### src/hw/rtl/lamp_fade_breath_pwm_unit_assert.svh
// Assertion macros for the lamp fade and breathing PWM unit.
`ifndef LAMP_FADE_BREATH_PWM_UNIT_ASSERT_SVH
`define LAMP_FADE_BREATH_PWM_UNIT_ASSERT_SVH

// Same-cycle implication, checked outside reset.
`define LFBP_ASSERT_IMP(lbl, ante, cons, msg) \
    lbl: assert property (@(posedge i_clk) disable iff (!i_rst_n) (ante) |-> (cons)) \
        else $error(msg);

// Next-cycle implication, checked outside reset.
`define LFBP_ASSERT_NXT(lbl, ante, cons, msg) \
    lbl: assert property (@(posedge i_clk) disable iff (!i_rst_n) (ante) |=> (cons)) \
        else $error(msg);

`endif

### src/hw/rtl/lfbp_pkg.sv
// Shared widths, constants and register indexes of the lamp fade and breathing PWM unit.
package lfbp_pkg;

    // Field widths
    localparam int TICK_W     = 8;
    localparam int BRIGHT_W   = 20;
    localparam int COLOR_W    = 17;
    localparam int TRANS_W    = 16;
    localparam int PHASE_W    = 14;
    localparam int CFG_IDX_W  = 3;
    localparam int CFG_DATA_W = 20;

    // Default behavior constants
    localparam int unsigned FULL_SCALE_DEF    = 1000000;
    localparam int unsigned BREATH_PERIOD_DEF = 10000;

    // Q16 color format
    localparam int Q16_FRAC = 16;
    localparam logic [COLOR_W-1:0] Q16_ONE     = 17'h10000;
    localparam logic [COLOR_W-1:0] COLOR_RESET = 17'd29491;
    localparam logic [TRANS_W-1:0] TRANS_RESET = 16'd1500;

    // Serial divider: numerator bits per job, left aligned in the shift register
    localparam int DIV_NUM_W = 34;
    localparam int DIV_DEN_W = 16;
    localparam int BDIV_BITS = 28;
    localparam int CDIV_BITS = 24;
    localparam int TDIV_BITS = 34;
    localparam int PMOD_BITS = 15;

    // Serial multiplier: multiplicand, multiplier and product widths
    localparam int MUL_A_W = 20;
    localparam int MUL_B_W = 17;
    localparam int PROD_W  = MUL_A_W + MUL_B_W;

    // Shared bit counter and signed brightness sum
    localparam int CNT_W = $clog2(DIV_NUM_W + 1);
    localparam int OFF_W = 24;

    // Minimum fade steps
    localparam logic [BDIV_BITS-1:0] BSTEP_MIN = 28'd5000;
    localparam logic [CDIV_BITS-1:0] CSTEP_MIN = 24'd655;

    // Configuration register indexes
    localparam logic [CFG_IDX_W-1:0] REG_TARGET_BRIGHTNESS = 3'd0;
    localparam logic [CFG_IDX_W-1:0] REG_TARGET_COLOR      = 3'd1;
    localparam logic [CFG_IDX_W-1:0] REG_BREATH_MODE       = 3'd2;
    localparam logic [CFG_IDX_W-1:0] REG_TRANSITION_MS     = 3'd3;
    localparam logic [CFG_IDX_W-1:0] REG_BREATH_AMPLITUDE  = 3'd4;

endpackage

### src/hw/rtl/lfbp_if.sv
// Valid/ready channel interfaces for tick requests, duty results and register writes.
interface lfbp_tick_if
    import lfbp_pkg::*;
();
    logic              valid;
    logic              ready;
    logic [TICK_W-1:0] elapsed_ms;

    modport source (output valid, output elapsed_ms, input ready);
    modport sink   (input valid, input elapsed_ms, output ready);
endinterface

interface lfbp_duty_if
    import lfbp_pkg::*;
();
    logic                valid;
    logic                ready;
    logic [BRIGHT_W-1:0] cold_pwm;
    logic [BRIGHT_W-1:0] warm_pwm;
    logic [BRIGHT_W-1:0] shown_brightness;

    modport source (output valid, output cold_pwm, output warm_pwm,
                    output shown_brightness, input ready);
    modport sink   (input valid, input cold_pwm, input warm_pwm,
                    input shown_brightness, output ready);
endinterface

interface lfbp_cfg_if
    import lfbp_pkg::*;
();
    logic                  valid;
    logic                  ready;
    logic [CFG_IDX_W-1:0]  index;
    logic [CFG_DATA_W-1:0] data;

    modport source (output valid, output index, output data, input ready);
    modport sink   (input valid, input index, input data, output ready);
endinterface

### src/hw/rtl/lamp_fade_breath_pwm_unit.sv
// Lamp fade and breathing PWM unit: fades brightness and color per tick and emits inverted duties.
//
// Each tick request carries the milliseconds since the last tick and yields one result with the
// inverted cold and warm duties and the shown brightness. All arithmetic runs through one
// bit-serial restoring divider and one bit-serial shift-add multiplier, one bit per cycle. From
// acceptance to the result register a tick passes through brightness step division, color step
// division, fade update, in breath mode triangle product, division by a quarter period and phase
// wrap, then clamping, cold/warm product and result load. A new tick is taken once the previous
// one has reached the result register, even while that result still waits to be taken. Register
// writes are accepted in every cycle and must only be issued while no tick is in flight.
module lamp_fade_breath_pwm_unit
    import lfbp_pkg::*;
#(
    parameter int unsigned FULL_SCALE    = FULL_SCALE_DEF,
    parameter int unsigned BREATH_PERIOD = BREATH_PERIOD_DEF
) (
    input  logic        i_clk,
    input  logic        i_rst_n,
    lfbp_cfg_if.sink    i_cfg,
    lfbp_tick_if.sink   i_tick,
    lfbp_duty_if.source o_duty
);

`include "lamp_fade_breath_pwm_unit_assert.svh"

    localparam int unsigned QUARTER = (BREATH_PERIOD / 4 < 1) ? 1 : BREATH_PERIOD / 4;

    localparam logic [BRIGHT_W-1:0]     FS_V     = BRIGHT_W'(FULL_SCALE);
    localparam logic [BDIV_BITS-1:0]    FS_BNUM  = BDIV_BITS'(FULL_SCALE);
    localparam logic signed [OFF_W-1:0] FS_OFF   = OFF_W'(FULL_SCALE);
    localparam logic [DIV_DEN_W-1:0]    QUARTER_V = DIV_DEN_W'(QUARTER);
    localparam logic [DIV_DEN_W-1:0]    THREEQ_V  = DIV_DEN_W'(3 * QUARTER);
    localparam logic [DIV_DEN_W-1:0]    PERIOD_V  = DIV_DEN_W'(BREATH_PERIOD);

    typedef enum logic [9:0] {
        S_IDLE = 10'b00_0000_0001,
        S_BDIV = 10'b00_0000_0010,
        S_CDIV = 10'b00_0000_0100,
        S_MOVE = 10'b00_0000_1000,
        S_TMUL = 10'b00_0001_0000,
        S_TDIV = 10'b00_0010_0000,
        S_PMOD = 10'b00_0100_0000,
        S_SHOW = 10'b00_1000_0000,
        S_CMUL = 10'b01_0000_0000,
        S_OUT  = 10'b10_0000_0000
    } t_state;

    // Control and configuration state
    t_state              r_state;
    t_state              n_state;
    logic [BRIGHT_W-1:0] r_tgt_bright;
    logic [COLOR_W-1:0]  r_tgt_color;
    logic                r_breath;
    logic [TRANS_W-1:0]  r_trans;
    logic [BRIGHT_W-1:0] r_amp;
    logic [BRIGHT_W-1:0] r_cur_bright;
    logic [COLOR_W-1:0]  r_cur_color;
    logic [PHASE_W-1:0]  r_phase;
    logic                r_out_valid;

    // Serial datapath
    logic [TICK_W-1:0]          r_tick;
    logic [DIV_DEN_W-1:0]       r_den;
    logic [DIV_DEN_W-1:0]       r_rem;
    logic [DIV_NUM_W-1:0]       r_dq;
    logic [CNT_W-1:0]           r_cnt;
    logic [PROD_W-1:0]          r_acc;
    logic [MUL_B_W-1:0]         r_mer;
    logic [MUL_A_W-1:0]         r_mcand;
    logic [BDIV_BITS-1:0]       r_bstep;
    logic signed [OFF_W-1:0]    r_offset;
    logic [BRIGHT_W-1:0]        r_cold;
    logic [BRIGHT_W-1:0]        r_warm;
    logic [BRIGHT_W-1:0]        r_shown;

    logic [DIV_DEN_W-1:0]       n_rem;
    logic [DIV_NUM_W-1:0]       n_dq;
    logic [PROD_W-1:0]          n_acc;

    logic                       w_tick_acc;
    logic                       w_last;
    logic                       w_out_load;
    logic [TRANS_W-1:0]         w_t0;
    logic [TRANS_W-1:0]         w_t;
    logic [BDIV_BITS-1:0]       w_bnum;
    logic [DIV_DEN_W:0]         w_trial;
    logic [DIV_DEN_W:0]         w_diff;
    logic                       w_ge;
    logic [MUL_A_W:0]           w_psum;
    logic [BDIV_BITS-1:0]       w_bstep;
    logic [CDIV_BITS-1:0]       w_cstep;
    logic [BRIGHT_W-1:0]        w_new_bright;
    logic [COLOR_W-1:0]         w_new_color;
    logic [DIV_DEN_W-1:0]       w_p16;
    logic [PHASE_W-1:0]         w_tri_m;
    logic [OFF_W-1:0]           w_quot;
    logic [OFF_W-1:0]           w_amp_x;
    logic signed [OFF_W-1:0]    w_offset;
    logic [PMOD_BITS-1:0]       w_pnum;
    logic signed [OFF_W-1:0]    w_sum;
    logic [BRIGHT_W-1:0]        w_b;
    logic [COLOR_W-1:0]         w_c;
    logic [BRIGHT_W-1:0]        w_cold;
    logic                       w_frac;
    logic [BRIGHT_W-1:0]        w_warm;

    // Move cur toward tgt by step, stopping exactly at tgt
    function automatic logic [BRIGHT_W-1:0] f_move(input logic [BRIGHT_W-1:0]  cur,
                                                   input logic [BRIGHT_W-1:0]  tgt,
                                                   input logic [BDIV_BITS-1:0] step);
        logic [BRIGHT_W-1:0] up;
        logic [BRIGHT_W-1:0] dn;
        logic [BRIGHT_W-1:0] res;
        up  = tgt - cur;
        dn  = cur - tgt;
        res = cur;
        if (cur < tgt) begin
            if (BDIV_BITS'(up) <= step) begin
                res = tgt;
            end else begin
                res = cur + step[BRIGHT_W-1:0];
            end
        end else if (cur > tgt) begin
            if (BDIV_BITS'(dn) <= step) begin
                res = tgt;
            end else begin
                res = cur - step[BRIGHT_W-1:0];
            end
        end
        return res;
    endfunction

    // Handshakes
    assign i_cfg.ready  = 1'b1;
    assign i_tick.ready = (r_state == S_IDLE);
    assign w_tick_acc   = i_tick.valid && i_tick.ready;
    assign w_last       = (r_cnt == CNT_W'(1));
    assign w_out_load   = (r_state == S_OUT) && (!r_out_valid || o_duty.ready);

    assign o_duty.valid            = r_out_valid;
    assign o_duty.cold_pwm         = r_cold;
    assign o_duty.warm_pwm         = r_warm;
    assign o_duty.shown_brightness = r_shown;

    // Fade time: transition, else this tick, never zero
    assign w_t0   = (r_trans != '0) ? r_trans : TRANS_W'(i_tick.elapsed_ms);
    assign w_t    = (w_t0 == '0) ? TRANS_W'(1) : w_t0;
    assign w_bnum = FS_BNUM * BDIV_BITS'(i_tick.elapsed_ms);

    // One restoring division step
    assign w_trial = {r_rem, r_dq[DIV_NUM_W-1]};
    assign w_diff  = w_trial - {1'b0, r_den};
    assign w_ge    = (w_trial >= {1'b0, r_den});
    assign n_rem   = w_ge ? w_diff[DIV_DEN_W-1:0] : w_trial[DIV_DEN_W-1:0];
    assign n_dq    = {r_dq[DIV_NUM_W-2:0], w_ge};

    // One shift-add multiplication step
    assign w_psum = {1'b0, r_acc[PROD_W-1:MUL_B_W]} + {1'b0, (r_mer[0] ? r_mcand : '0)};
    assign n_acc  = {w_psum, r_acc[MUL_B_W-1:1]};

    // Fade steps with their floors, applied to both approaches
    assign w_bstep = (r_bstep < BSTEP_MIN) ? BSTEP_MIN : r_bstep;
    assign w_cstep = (r_dq[CDIV_BITS-1:0] < CSTEP_MIN) ? CSTEP_MIN : r_dq[CDIV_BITS-1:0];
    assign w_new_bright = f_move(r_cur_bright, r_tgt_bright, w_bstep);
    assign w_new_color  = COLOR_W'(f_move(BRIGHT_W'(r_cur_color), BRIGHT_W'(r_tgt_color),
                                          BDIV_BITS'(w_cstep)));

    // Triangle: pick the phase offset within the current ramp
    assign w_p16 = DIV_DEN_W'(r_phase);
    always_comb begin
        if (w_p16 < QUARTER_V) begin
            w_tri_m = r_phase;
        end else if (w_p16 < THREEQ_V) begin
            w_tri_m = r_phase - QUARTER_V[PHASE_W-1:0];
        end else begin
            w_tri_m = r_phase - THREEQ_V[PHASE_W-1:0];
        end
    end

    // Triangle: fold the ramp quotient into a signed offset
    assign w_quot  = n_dq[OFF_W-1:0];
    assign w_amp_x = OFF_W'(r_amp);
    always_comb begin
        if (w_p16 < QUARTER_V) begin
            w_offset = signed'(w_quot);
        end else if (w_p16 < THREEQ_V) begin
            w_offset = signed'(w_amp_x - w_quot);
        end else begin
            w_offset = signed'(w_quot - w_amp_x);
        end
    end
    assign w_pnum = PMOD_BITS'(r_phase) + PMOD_BITS'(r_tick);

    // Clamp shown brightness and color share
    assign w_sum = signed'(OFF_W'(r_cur_bright)) + r_offset;
    always_comb begin
        if (w_sum < 0) begin
            w_b = '0;
        end else if (w_sum > FS_OFF) begin
            w_b = FS_V;
        end else begin
            w_b = w_sum[BRIGHT_W-1:0];
        end
    end
    assign w_c = (r_cur_color > Q16_ONE) ? Q16_ONE : r_cur_color;

    // Split into cold and warm levels; warm subtracts the rounded-up cold product from brightness
    assign w_cold = r_acc[Q16_FRAC +: BRIGHT_W];
    assign w_frac = |r_acc[Q16_FRAC-1:0];
    assign w_warm = r_mcand - w_cold - BRIGHT_W'(w_frac);

    // Sequencer
    always_comb begin
        n_state = r_state;
        case (r_state)
            S_IDLE: if (w_tick_acc) n_state = S_BDIV;
            S_BDIV: if (w_last) n_state = S_CDIV;
            S_CDIV: if (w_last) n_state = S_MOVE;
            S_MOVE: n_state = r_breath ? S_TMUL : S_SHOW;
            S_TMUL: if (w_last) n_state = S_TDIV;
            S_TDIV: if (w_last) n_state = S_PMOD;
            S_PMOD: if (w_last) n_state = S_SHOW;
            S_SHOW: n_state = S_CMUL;
            S_CMUL: if (w_last) n_state = S_OUT;
            S_OUT:  if (w_out_load) n_state = S_IDLE;
            default: n_state = S_IDLE;
        endcase
    end

    // Control, configuration and fade state
    always_ff @(posedge i_clk) begin
        if (!i_rst_n) begin
            r_state      <= S_IDLE;
            r_tgt_bright <= '0;
            r_tgt_color  <= COLOR_RESET;
            r_breath     <= 1'b0;
            r_trans      <= TRANS_RESET;
            r_amp        <= '0;
            r_cur_bright <= '0;
            r_cur_color  <= COLOR_RESET;
            r_phase      <= '0;
            r_out_valid  <= 1'b0;
        end else begin
            r_state <= n_state;

            // Register writes
            if (i_cfg.valid) begin
                case (i_cfg.index)
                    REG_TARGET_BRIGHTNESS: r_tgt_bright <= i_cfg.data[BRIGHT_W-1:0];
                    REG_TARGET_COLOR:      r_tgt_color  <= i_cfg.data[COLOR_W-1:0];
                    REG_BREATH_MODE:       r_breath     <= i_cfg.data[0];
                    REG_TRANSITION_MS:     r_trans      <= i_cfg.data[TRANS_W-1:0];
                    REG_BREATH_AMPLITUDE:  r_amp        <= i_cfg.data[BRIGHT_W-1:0];
                    default: ;
                endcase
            end

            // Advance the fade; hold phase at zero when static
            if (r_state == S_MOVE) begin
                r_cur_bright <= w_new_bright;
                r_cur_color  <= w_new_color;
                if (!r_breath) begin
                    r_phase <= '0;
                end
            end

            // Wrap the breathing phase
            if (r_state == S_PMOD && w_last) begin
                r_phase <= n_rem[PHASE_W-1:0];
            end

            // Result register handshake
            if (w_out_load) begin
                r_out_valid <= 1'b1;
            end else if (o_duty.ready) begin
                r_out_valid <= 1'b0;
            end
        end
    end

    // Serial divider, multiplier and result payload
    always_ff @(posedge i_clk) begin
        case (r_state)
            S_IDLE: begin
                if (w_tick_acc) begin
                    r_tick <= i_tick.elapsed_ms;
                    r_den  <= w_t;
                    r_rem  <= '0;
                    r_dq   <= DIV_NUM_W'(w_bnum) << (DIV_NUM_W - BDIV_BITS);
                    r_cnt  <= CNT_W'(BDIV_BITS);
                end
            end
            S_BDIV: begin
                if (w_last) begin
                    r_bstep <= n_dq[BDIV_BITS-1:0];
                    r_rem   <= '0;
                    r_dq    <= DIV_NUM_W'({r_tick, {Q16_FRAC{1'b0}}}) << (DIV_NUM_W - CDIV_BITS);
                    r_cnt   <= CNT_W'(CDIV_BITS);
                end else begin
                    r_dq  <= n_dq;
                    r_rem <= n_rem;
                    r_cnt <= r_cnt - CNT_W'(1);
                end
            end
            S_CDIV: begin
                r_dq  <= n_dq;
                r_rem <= n_rem;
                r_cnt <= r_cnt - CNT_W'(1);
            end
            S_MOVE: begin
                if (r_breath) begin
                    r_mcand <= r_amp;
                    r_mer   <= MUL_B_W'(w_tri_m);
                    r_acc   <= '0;
                    r_cnt   <= CNT_W'(MUL_B_W);
                end else begin
                    r_offset <= '0;
                end
            end
            S_TMUL: begin
                r_acc <= n_acc;
                r_mer <= r_mer >> 1;
                if (w_last) begin
                    r_dq  <= n_acc[DIV_NUM_W-1:0];
                    r_den <= QUARTER_V;
                    r_rem <= '0;
                    r_cnt <= CNT_W'(TDIV_BITS);
                end else begin
                    r_cnt <= r_cnt - CNT_W'(1);
                end
            end
            S_TDIV: begin
                if (w_last) begin
                    r_offset <= w_offset;
                    r_dq     <= DIV_NUM_W'(w_pnum) << (DIV_NUM_W - PMOD_BITS);
                    r_den    <= PERIOD_V;
                    r_rem    <= '0;
                    r_cnt    <= CNT_W'(PMOD_BITS);
                end else begin
                    r_dq  <= n_dq;
                    r_rem <= n_rem;
                    r_cnt <= r_cnt - CNT_W'(1);
                end
            end
            S_PMOD: begin
                r_dq  <= n_dq;
                r_rem <= n_rem;
                r_cnt <= r_cnt - CNT_W'(1);
            end
            S_SHOW: begin
                r_mcand <= w_b;
                r_mer   <= w_c;
                r_acc   <= '0;
                r_cnt   <= CNT_W'(MUL_B_W);
            end
            S_CMUL: begin
                r_acc <= n_acc;
                r_mer <= r_mer >> 1;
                r_cnt <= r_cnt - CNT_W'(1);
            end
            S_OUT: begin
                if (w_out_load) begin
                    r_cold  <= FS_V - w_cold;
                    r_warm  <= FS_V - w_warm;
                    r_shown <= r_mcand;
                end
            end
            default: ;
        endcase
    end

    // Checks on sequencing and ranges
    `LFBP_ASSERT_NXT(a_accept_starts_div, w_tick_acc, r_state == S_BDIV, "tick did not start")
    `LFBP_ASSERT_IMP(a_phase_in_range, 1'b1, r_phase < PHASE_W'(BREATH_PERIOD), "phase out of range")
    `LFBP_ASSERT_IMP(a_shown_clamped, r_out_valid, r_shown <= FS_V, "shown above full scale")
    `LFBP_ASSERT_NXT(a_no_overwrite, r_out_valid && !o_duty.ready, r_out_valid, "result dropped")

endmodule
### src/flat_wrapper.sv
// flat-port wrapper written by rule: the top's interface ports become plain ports
module lamp_fade_breath_pwm_unit_flat import lfbp_pkg::*;
#(
    parameter int unsigned FULL_SCALE    = FULL_SCALE_DEF,
    parameter int unsigned BREATH_PERIOD = BREATH_PERIOD_DEF
)
  (i_clk, i_rst_n, i_cfg_valid, i_cfg_index, i_cfg_data, i_cfg_ready, i_tick_valid, i_tick_elapsed_ms, i_tick_ready, o_duty_valid, o_duty_cold_pwm, o_duty_warm_pwm, o_duty_shown_brightness, o_duty_ready);
  lfbp_cfg_if i_cfg_i ();
  lfbp_tick_if i_tick_i ();
  lfbp_duty_if o_duty_i ();
  input  logic i_clk;
  input  logic i_rst_n;
  input wire logic [$bits(i_cfg_i.valid)-1:0] i_cfg_valid;
  input wire logic [$bits(i_cfg_i.index)-1:0] i_cfg_index;
  input wire logic [$bits(i_cfg_i.data)-1:0] i_cfg_data;
  output wire logic [$bits(i_cfg_i.ready)-1:0] i_cfg_ready;
  input wire logic [$bits(i_tick_i.valid)-1:0] i_tick_valid;
  input wire logic [$bits(i_tick_i.elapsed_ms)-1:0] i_tick_elapsed_ms;
  output wire logic [$bits(i_tick_i.ready)-1:0] i_tick_ready;
  output wire logic [$bits(o_duty_i.valid)-1:0] o_duty_valid;
  output wire logic [$bits(o_duty_i.cold_pwm)-1:0] o_duty_cold_pwm;
  output wire logic [$bits(o_duty_i.warm_pwm)-1:0] o_duty_warm_pwm;
  output wire logic [$bits(o_duty_i.shown_brightness)-1:0] o_duty_shown_brightness;
  input wire logic [$bits(o_duty_i.ready)-1:0] o_duty_ready;
  assign i_cfg_i.valid = i_cfg_valid;
  assign i_cfg_i.index = i_cfg_index;
  assign i_cfg_i.data = i_cfg_data;
  assign i_cfg_ready = i_cfg_i.ready;
  assign i_tick_i.valid = i_tick_valid;
  assign i_tick_i.elapsed_ms = i_tick_elapsed_ms;
  assign i_tick_ready = i_tick_i.ready;
  assign o_duty_valid = o_duty_i.valid;
  assign o_duty_cold_pwm = o_duty_i.cold_pwm;
  assign o_duty_warm_pwm = o_duty_i.warm_pwm;
  assign o_duty_shown_brightness = o_duty_i.shown_brightness;
  assign o_duty_i.ready = o_duty_ready;
  lamp_fade_breath_pwm_unit #(.FULL_SCALE(FULL_SCALE), .BREATH_PERIOD(BREATH_PERIOD)) u_core (.i_clk(i_clk), .i_rst_n(i_rst_n), .i_cfg(i_cfg_i), .i_tick(i_tick_i), .o_duty(o_duty_i));
endmodule
### config.mk
export PLATFORM = sky130hd
export DESIGN_NAME = lamp_fade_breath_pwm_unit_flat
export DESIGN_NICKNAME = d
export VERILOG_FILES = /design/src/hw/rtl/lfbp_pkg.sv /design/src/hw/rtl/lfbp_if.sv /design/src/hw/rtl/lamp_fade_breath_pwm_unit.sv /design/src/flat_wrapper.sv
export VERILOG_INCLUDE_DIRS = /design/src /design/src/hw/rtl
export SDC_FILE = /design/constraint.sdc
export NUM_CORES = 2
export LEC_CHECK = 0
export ABC_AREA = 1
export BUFFER_PORTS_ARGS = -buffer_cell sky130_fd_sc_hd__buf_4
export CAP_MARGIN = 20
export CORE_MARGIN = 2
export CORE_UTILIZATION = 54
export DETAILED_ROUTE_END_ITERATION = 10
export PLACE_DENSITY = 0.71
export SYNTH_ARGS = -nofsm -noshare
export SYNTH_HDL_FRONTEND = slang
export SYNTH_SLANG_ARGS = --single-unit
### constraint.sdc
create_clock -name i_clk -period 7.7 [get_ports i_clk]
set_clock_uncertainty 0.2 [all_clocks]
set_input_delay 0.77 -clock i_clk [delete_from_list [all_inputs] [get_ports i_clk]]
set_output_delay 0.77 -clock i_clk [all_outputs]
set_load 0.02 [all_outputs]
# After elaboration in Yosys (flattened, before gate mapping)

Index checks and enable logic that the tools add are counted.

Eq/ne operators: 26
$add $sub $neg: 21
Muxes and demuxes: 64
Multipliers: 1
Reduce and logical (&&, ||, !) cells: 43
$lt $le $gt $ge: 16

Operators with widths:

| cell                   | number |
|---|---|
| $pmux 34 s5            | 1 |
| $mux 20                | 8 |
| $mux 16                | 9 |
| $mux 34                | 4 |
| $mux 24                | 5 |
| $pmux 37 s3            | 1 |
| $mux 17                | 6 |
| $pmux 10 s10           | 1 |
| $mux 10                | 8 |
| $sub 20x20->20         | 4 |
| $mux 14                | 5 |
| $pmux 16 s4            | 1 |
| $le 20x28->1           | 2 |
| $pmux 17 s3            | 1 |
| $le 20x24->1           | 2 |
| $pmux 16 s3            | 1 |
| $pmux 24 s2            | 1 |
| $pmux 6 s7             | 1 |
| $pmux 20 s2            | 1 |
| $sub 20x20->20 const A | 2 |
| $mux 37                | 1 |
| $sub 17x17->18         | 2 |
| $mux 6                 | 5 |
| $lt 28x13->1 const B   | 1 |
| 62 further kinds       | 98 |

Output and inout port bits: 63
Logic and storage cells: 194
Register bits after elaboration: 402

# Logic depth before layout (Yosys ltp)

Word-level depth: 6
Depth in mapped cells: 30
Depth with buffers taken out: 29

# Worst setup path after synthesis

No wires, ideal clock.

Kind: flip-flop to flip-flop
From: register u_core.r_state[0]
To: register u_core.r_acc[0], enable pin
Library setup time: 0.484 ns
Setup slack: 3.115 ns
Path buffers: 0
Data arrival time: 3.902 ns
Cell stages (with the launch flop): 8
Cells stage by stage: dfxtp_1 > nor2_1 > inv_1 > nor2_2 > inv_4 > nor3_1 > nor2_1 > a21oi_1

Word-level cells in the longest chain between the ends: 4

Ends and longest elaborated chain:

| what                                       | RTL line                         | RTL |
|---|---|---|
| start: declaration                         | lamp_fade_breath_pwm_unit.sv:49  | `t_state r_state;` |
| start signal: assignment                   | lamp_fade_breath_pwm_unit.sv:244 | `r_state <= n_state;` |
| $eq 10x9->1 or $eq 10x5->1 (tied branches) | lamp_fade_breath_pwm_unit.sv:283 | `case (r_state)` |
| $reduce_or 2->1 (no source line)           | n/a                              |  |
| $reduce_bool 3->1 (no source line)         | n/a                              |  |
| $reduce_and 2->1 (no source line) *        | n/a                              |  |
| end signal: assignment                     | lamp_fade_breath_pwm_unit.sv:321 | `r_acc <= n_acc;` |
| end signal: assignment                     | lamp_fade_breath_pwm_unit.sv:357 | `r_acc <= n_acc;` |
| end: declaration                           | lamp_fade_breath_pwm_unit.sv:67  | `logic [PROD_W-1:0] r_acc;` |

Every way passes the cells marked *; elsewhere a longest branch is shown, timed or not.
A chain may end at the register's enable or synchronous reset.

# Worst setup path in the final report

From: register u_core.r_cur_bright[1]
To: register u_core.r_cur_bright[7]

Word-level cells in the longest chain between the ends: 5

Ends and longest elaborated chain:

| what                     | RTL line                         | RTL |
|---|---|---|
| start: declaration       | lamp_fade_breath_pwm_unit.sv:56  | `logic [BRIGHT_W-1:0] r_cur_bright;` |
| start signal: assignment | lamp_fade_breath_pwm_unit.sv:260 | `r_cur_bright <= w_new_bright;` |
| $sub 20x20->20           | lamp_fade_breath_pwm_unit.sv:115 | `dn = cur - tgt;` |
| $le 20x28->1             | lamp_fade_breath_pwm_unit.sv:124 | `if (BDIV_BITS'(dn) <= step) begin` |
| $mux 20                  | lamp_fade_breath_pwm_unit.sv:124 |  |
| $mux 20                  | lamp_fade_breath_pwm_unit.sv:123 | `end else if (cur > tgt) begin` |
| $mux 20                  | lamp_fade_breath_pwm_unit.sv:117 | `if (cur < tgt) begin` |

Several ways; a longest one is shown, not always the timed one. The select of a mux whose other input is x is not followed.

==> impl_metrics.env <==
export IMPL_grt_pass1_wl_mm=177
export IMPL_postPlaceCellArea_um2=36600
export IMPL_cap_violations=0
export IMPL_slew_violations=0
export IMPL_grt_pass1_vias=30096
export IMPL_via_count=32723
export IMPL_final_common_cell="nand2_1"
export IMPL_die_h_um=259
export IMPL_place_inst=5424
export IMPL_clockRootBuffer="clkbuf_16"
export IMPL_stdcell_area_um2=38100
export IMPL_wirelength_mm=118
export IMPL_holdCritPathClass="in2reg"
export IMPL_pwr_density_cell_nw_per_um2=257
export IMPL_worst_path_most_repeated_cell="nand2_1"
export IMPL_synth_edf_count=266
export IMPL_drt_met1_wl_mm=49.9
export IMPL_synth_fp_nets=5080
export IMPL_setup_tns_ns=0
export IMPL_layout_setup_ws_ns=2.40
export IMPL_required_ns=8.01
export IMPL_totalPowerFinal_mw=9.80
export IMPL_port_buffers=97
export IMPL_final_min_clock_period_ns=5.30
export IMPL_rows=93
export IMPL_status="finished, final reports clean"
export IMPL_coreArea_um2=64500
export IMPL_antenna_found_initial=4
export IMPL_cpMaxStageDelayCell="dfxtp_1"
export IMPL_critPathCaptureType="register"
export IMPL_start_util_pct=54.5
export IMPL_finalCritPeriodShare_pct=68.8
export IMPL_fin_cells=5510
export IMPL_hpwlAfterDp_mm=92.7
export IMPL_clk_latency_ns=0.62
export IMPL_hold_viol_final=0
export IMPL_cts_sinks=402
export IMPL_synthesis_area_um2=35200
export IMPL_worstPathArrival_ns=5.61
export IMPL_ys_seq_area_share_pct=30.5
export IMPL_ctsResizeCount=0
export IMPL_rsz0062_at_grt="no"
export IMPL_met2_length_mm=51.3
export IMPL_first_iter_violations=3424
export IMPL_ys_dominant_reg_cell="edfxtp_1"
export IMPL_grtUsageTotal_pct=34.2
export IMPL_post_place_ws_ns=2.60
export IMPL_setup_viol=0
export IMPL_globalplace_congestion=1.06
export IMPL_max_slew_margin_pct=23.5
export IMPL_final_layout_size_suffix_gt1_share_pct=6.49
export IMPL_postCtsSetupRepairBufs=0
export IMPL_yosys_warnings=0
export IMPL_vdd_drop_max_v=0.000404
export IMPL_clk_path_buf_depth=3
export IMPL_cts_tree="done"
export IMPL_ys_seq_elements=402
export IMPL_nets=5113
export IMPL_drc_errors=0
export IMPL_die_area_um2=67200
export IMPL_cpLargestDelayFamily="simple AND/OR/NAND/NOR gates"
export IMPL_worst_slew_pin_slew_ns=1.14
export IMPL_final_util_pct=59.1
export IMPL_cts_hold_buffers=0
export IMPL_worstSetupPathType="reg2reg"
export IMPL_holdWs_ns=0.243
export IMPL_multi_input_area_um2=21200
export IMPL_n_fill_cell=6050
export IMPL_startpoint_type="register"
export IMPL_numCtsBuffers=47
export IMPL_syn_area_per_cell_um2=7.67
export IMPL_path_clk_slew_ns=0.06
export IMPL_routedWlPerCell_um=21.3
export IMPL_cp_num_buf_inv=4
export IMPL_via_per_inst=5.94
export IMPL_synthArstFlopShare_pct=0
export IMPL_synth_distinct_cells=79
export IMPL_max_freq_ghz=0.189
export IMPL_grt_start_max_net_pins=77
export IMPL_cp_max_fo=22
export IMPL_highest_layer="met5"
export IMPL_h_tree_depth=2
export IMPL_firstDrtPassIters=7
export IMPL_route_met3_wl_mm=11.6
export IMPL_area_delta_synth_final_pct=8.36
export IMPL_ios=99
export IMPL_register_area_um2=10700
export IMPL_synthCells=4586
export IMPL_critical_path_max_stage_delay_ns=0.60
export IMPL_final_cell_mix="nand2_1, inv_1, a21oi_1"
export IMPL_ant_nets=0
export IMPL_grt_overflow=0
export IMPL_die_x_um=259
export IMPL_power_leakage_nw=18.0
==> worst paths after layout <==
check / to / from / slack [ns] / depth (start not counted)
setup / recovery: u_core.r_cur_bright[7] / u_core.r_cur_bright[1] / 2.40 / 26
hold / removal: u_core.r_tick[4] / i_tick_elapsed_ms[4] / 0.24 / 1
setup reg to reg: u_core.r_cur_bright[7] / u_core.r_cur_bright[1] / 2.40 / 26
hold reg to reg: u_core.r_trans[11] / u_core.r_trans[11] / 0.29 / 2
==> synthesized netlist by cell type, types with 16 or more instances <==
master	n	area, µm²
a21o_1	20	150
o21ai_1	24	120
edfxtp_1	266	7990
xor2_1	182	1590
nand3_1	218	1090
nor2_1	324	1220
o221ai_1	20	175
nand2_1	802	3010
o22ai_1	24	150
o21bai_1	16	120
dfxtp_1	136	2720
nor4_1	31	194
inv_1	686	2570
fa_1	32	641
inv_2	17	63.8
o21a_1	20	150
a21oi_1	483	2420
o211ai_1	78	586
nand4_1	50	313
o21ai_0	276	1380
xnor2_1	61	534
buf_2	34	170
clkbuf_1	84	315
ha_1	426	5330
nor3_1	58	290
==> cell type report <==
cell class	count	share of cell area, %
inverter	707	6.99
multi-input combinational	3333	55.5
clock inverter	25	0.693
timing repair buffer	128	2.57
sequential	402	28.1
tap	855	2.81
antenna	2	0.0131
clock buffer	58	3.28
==> layer usage <==
metal / up-vias / global-route usage, %
li1: 15579 / -
met1: 15291 / 47.2
met2: 1590 / 53.3
met3: 259 / 6.57
met4: 4 / 12.6
met5: - / 0
==> cells by family after synthesis <==
| family | Yosys count | synth area share [%] |
|---|---|---|
| AO/OA/AOI/OAI | 1087 | 18.2 |
| other | 1 | 0.0107 |
| flip-flops | 402 | 30.5 |
| XOR/XNOR | 243 | 6.05 |
| adder cells (fa/ha/maj) | 458 | 17.0 |
| multiplexers | 2 | 0.0569 |
| buffers and inverters | 851 | 9.52 |
| AND/OR/NAND/NOR | 1542 | 18.7 |
==> sequential cells by signal, summed over array words and instances, names as in the netlist, 16 cells and up <==
| signal | count |
|---|---|
| u_core.r_offset | 24 |
| u_core.r_mcand | 20 |
| u_core.r_cur_color | 17 |
| u_core.r_trans | 16 |
| u_core.r_den | 16 |
| u_core.o_duty.shown_brightness | 20 |
| u_core.o_duty.warm_pwm | 20 |
| u_core.o_duty.cold_pwm | 20 |
| u_core.r_mer | 17 |
| u_core.r_amp | 20 |
| u_core.r_cur_bright | 20 |
| u_core.r_dq | 34 |
| u_core.r_acc | 37 |
| u_core.r_bstep | 28 |
| u_core.r_tgt_color | 17 |
| u_core.r_rem | 16 |
| u_core.r_tgt_bright | 20 |
==> power by group <==
part / switching (mW) / internal [mW] / total [mW]
registers: 0.235 / 2.75 / 2.99
clock network: 0.984 / 1.29 / 2.28
logic: 3.06 / 1.47 / 4.54
Note: power is estimated with default switching activity, not from simulation.
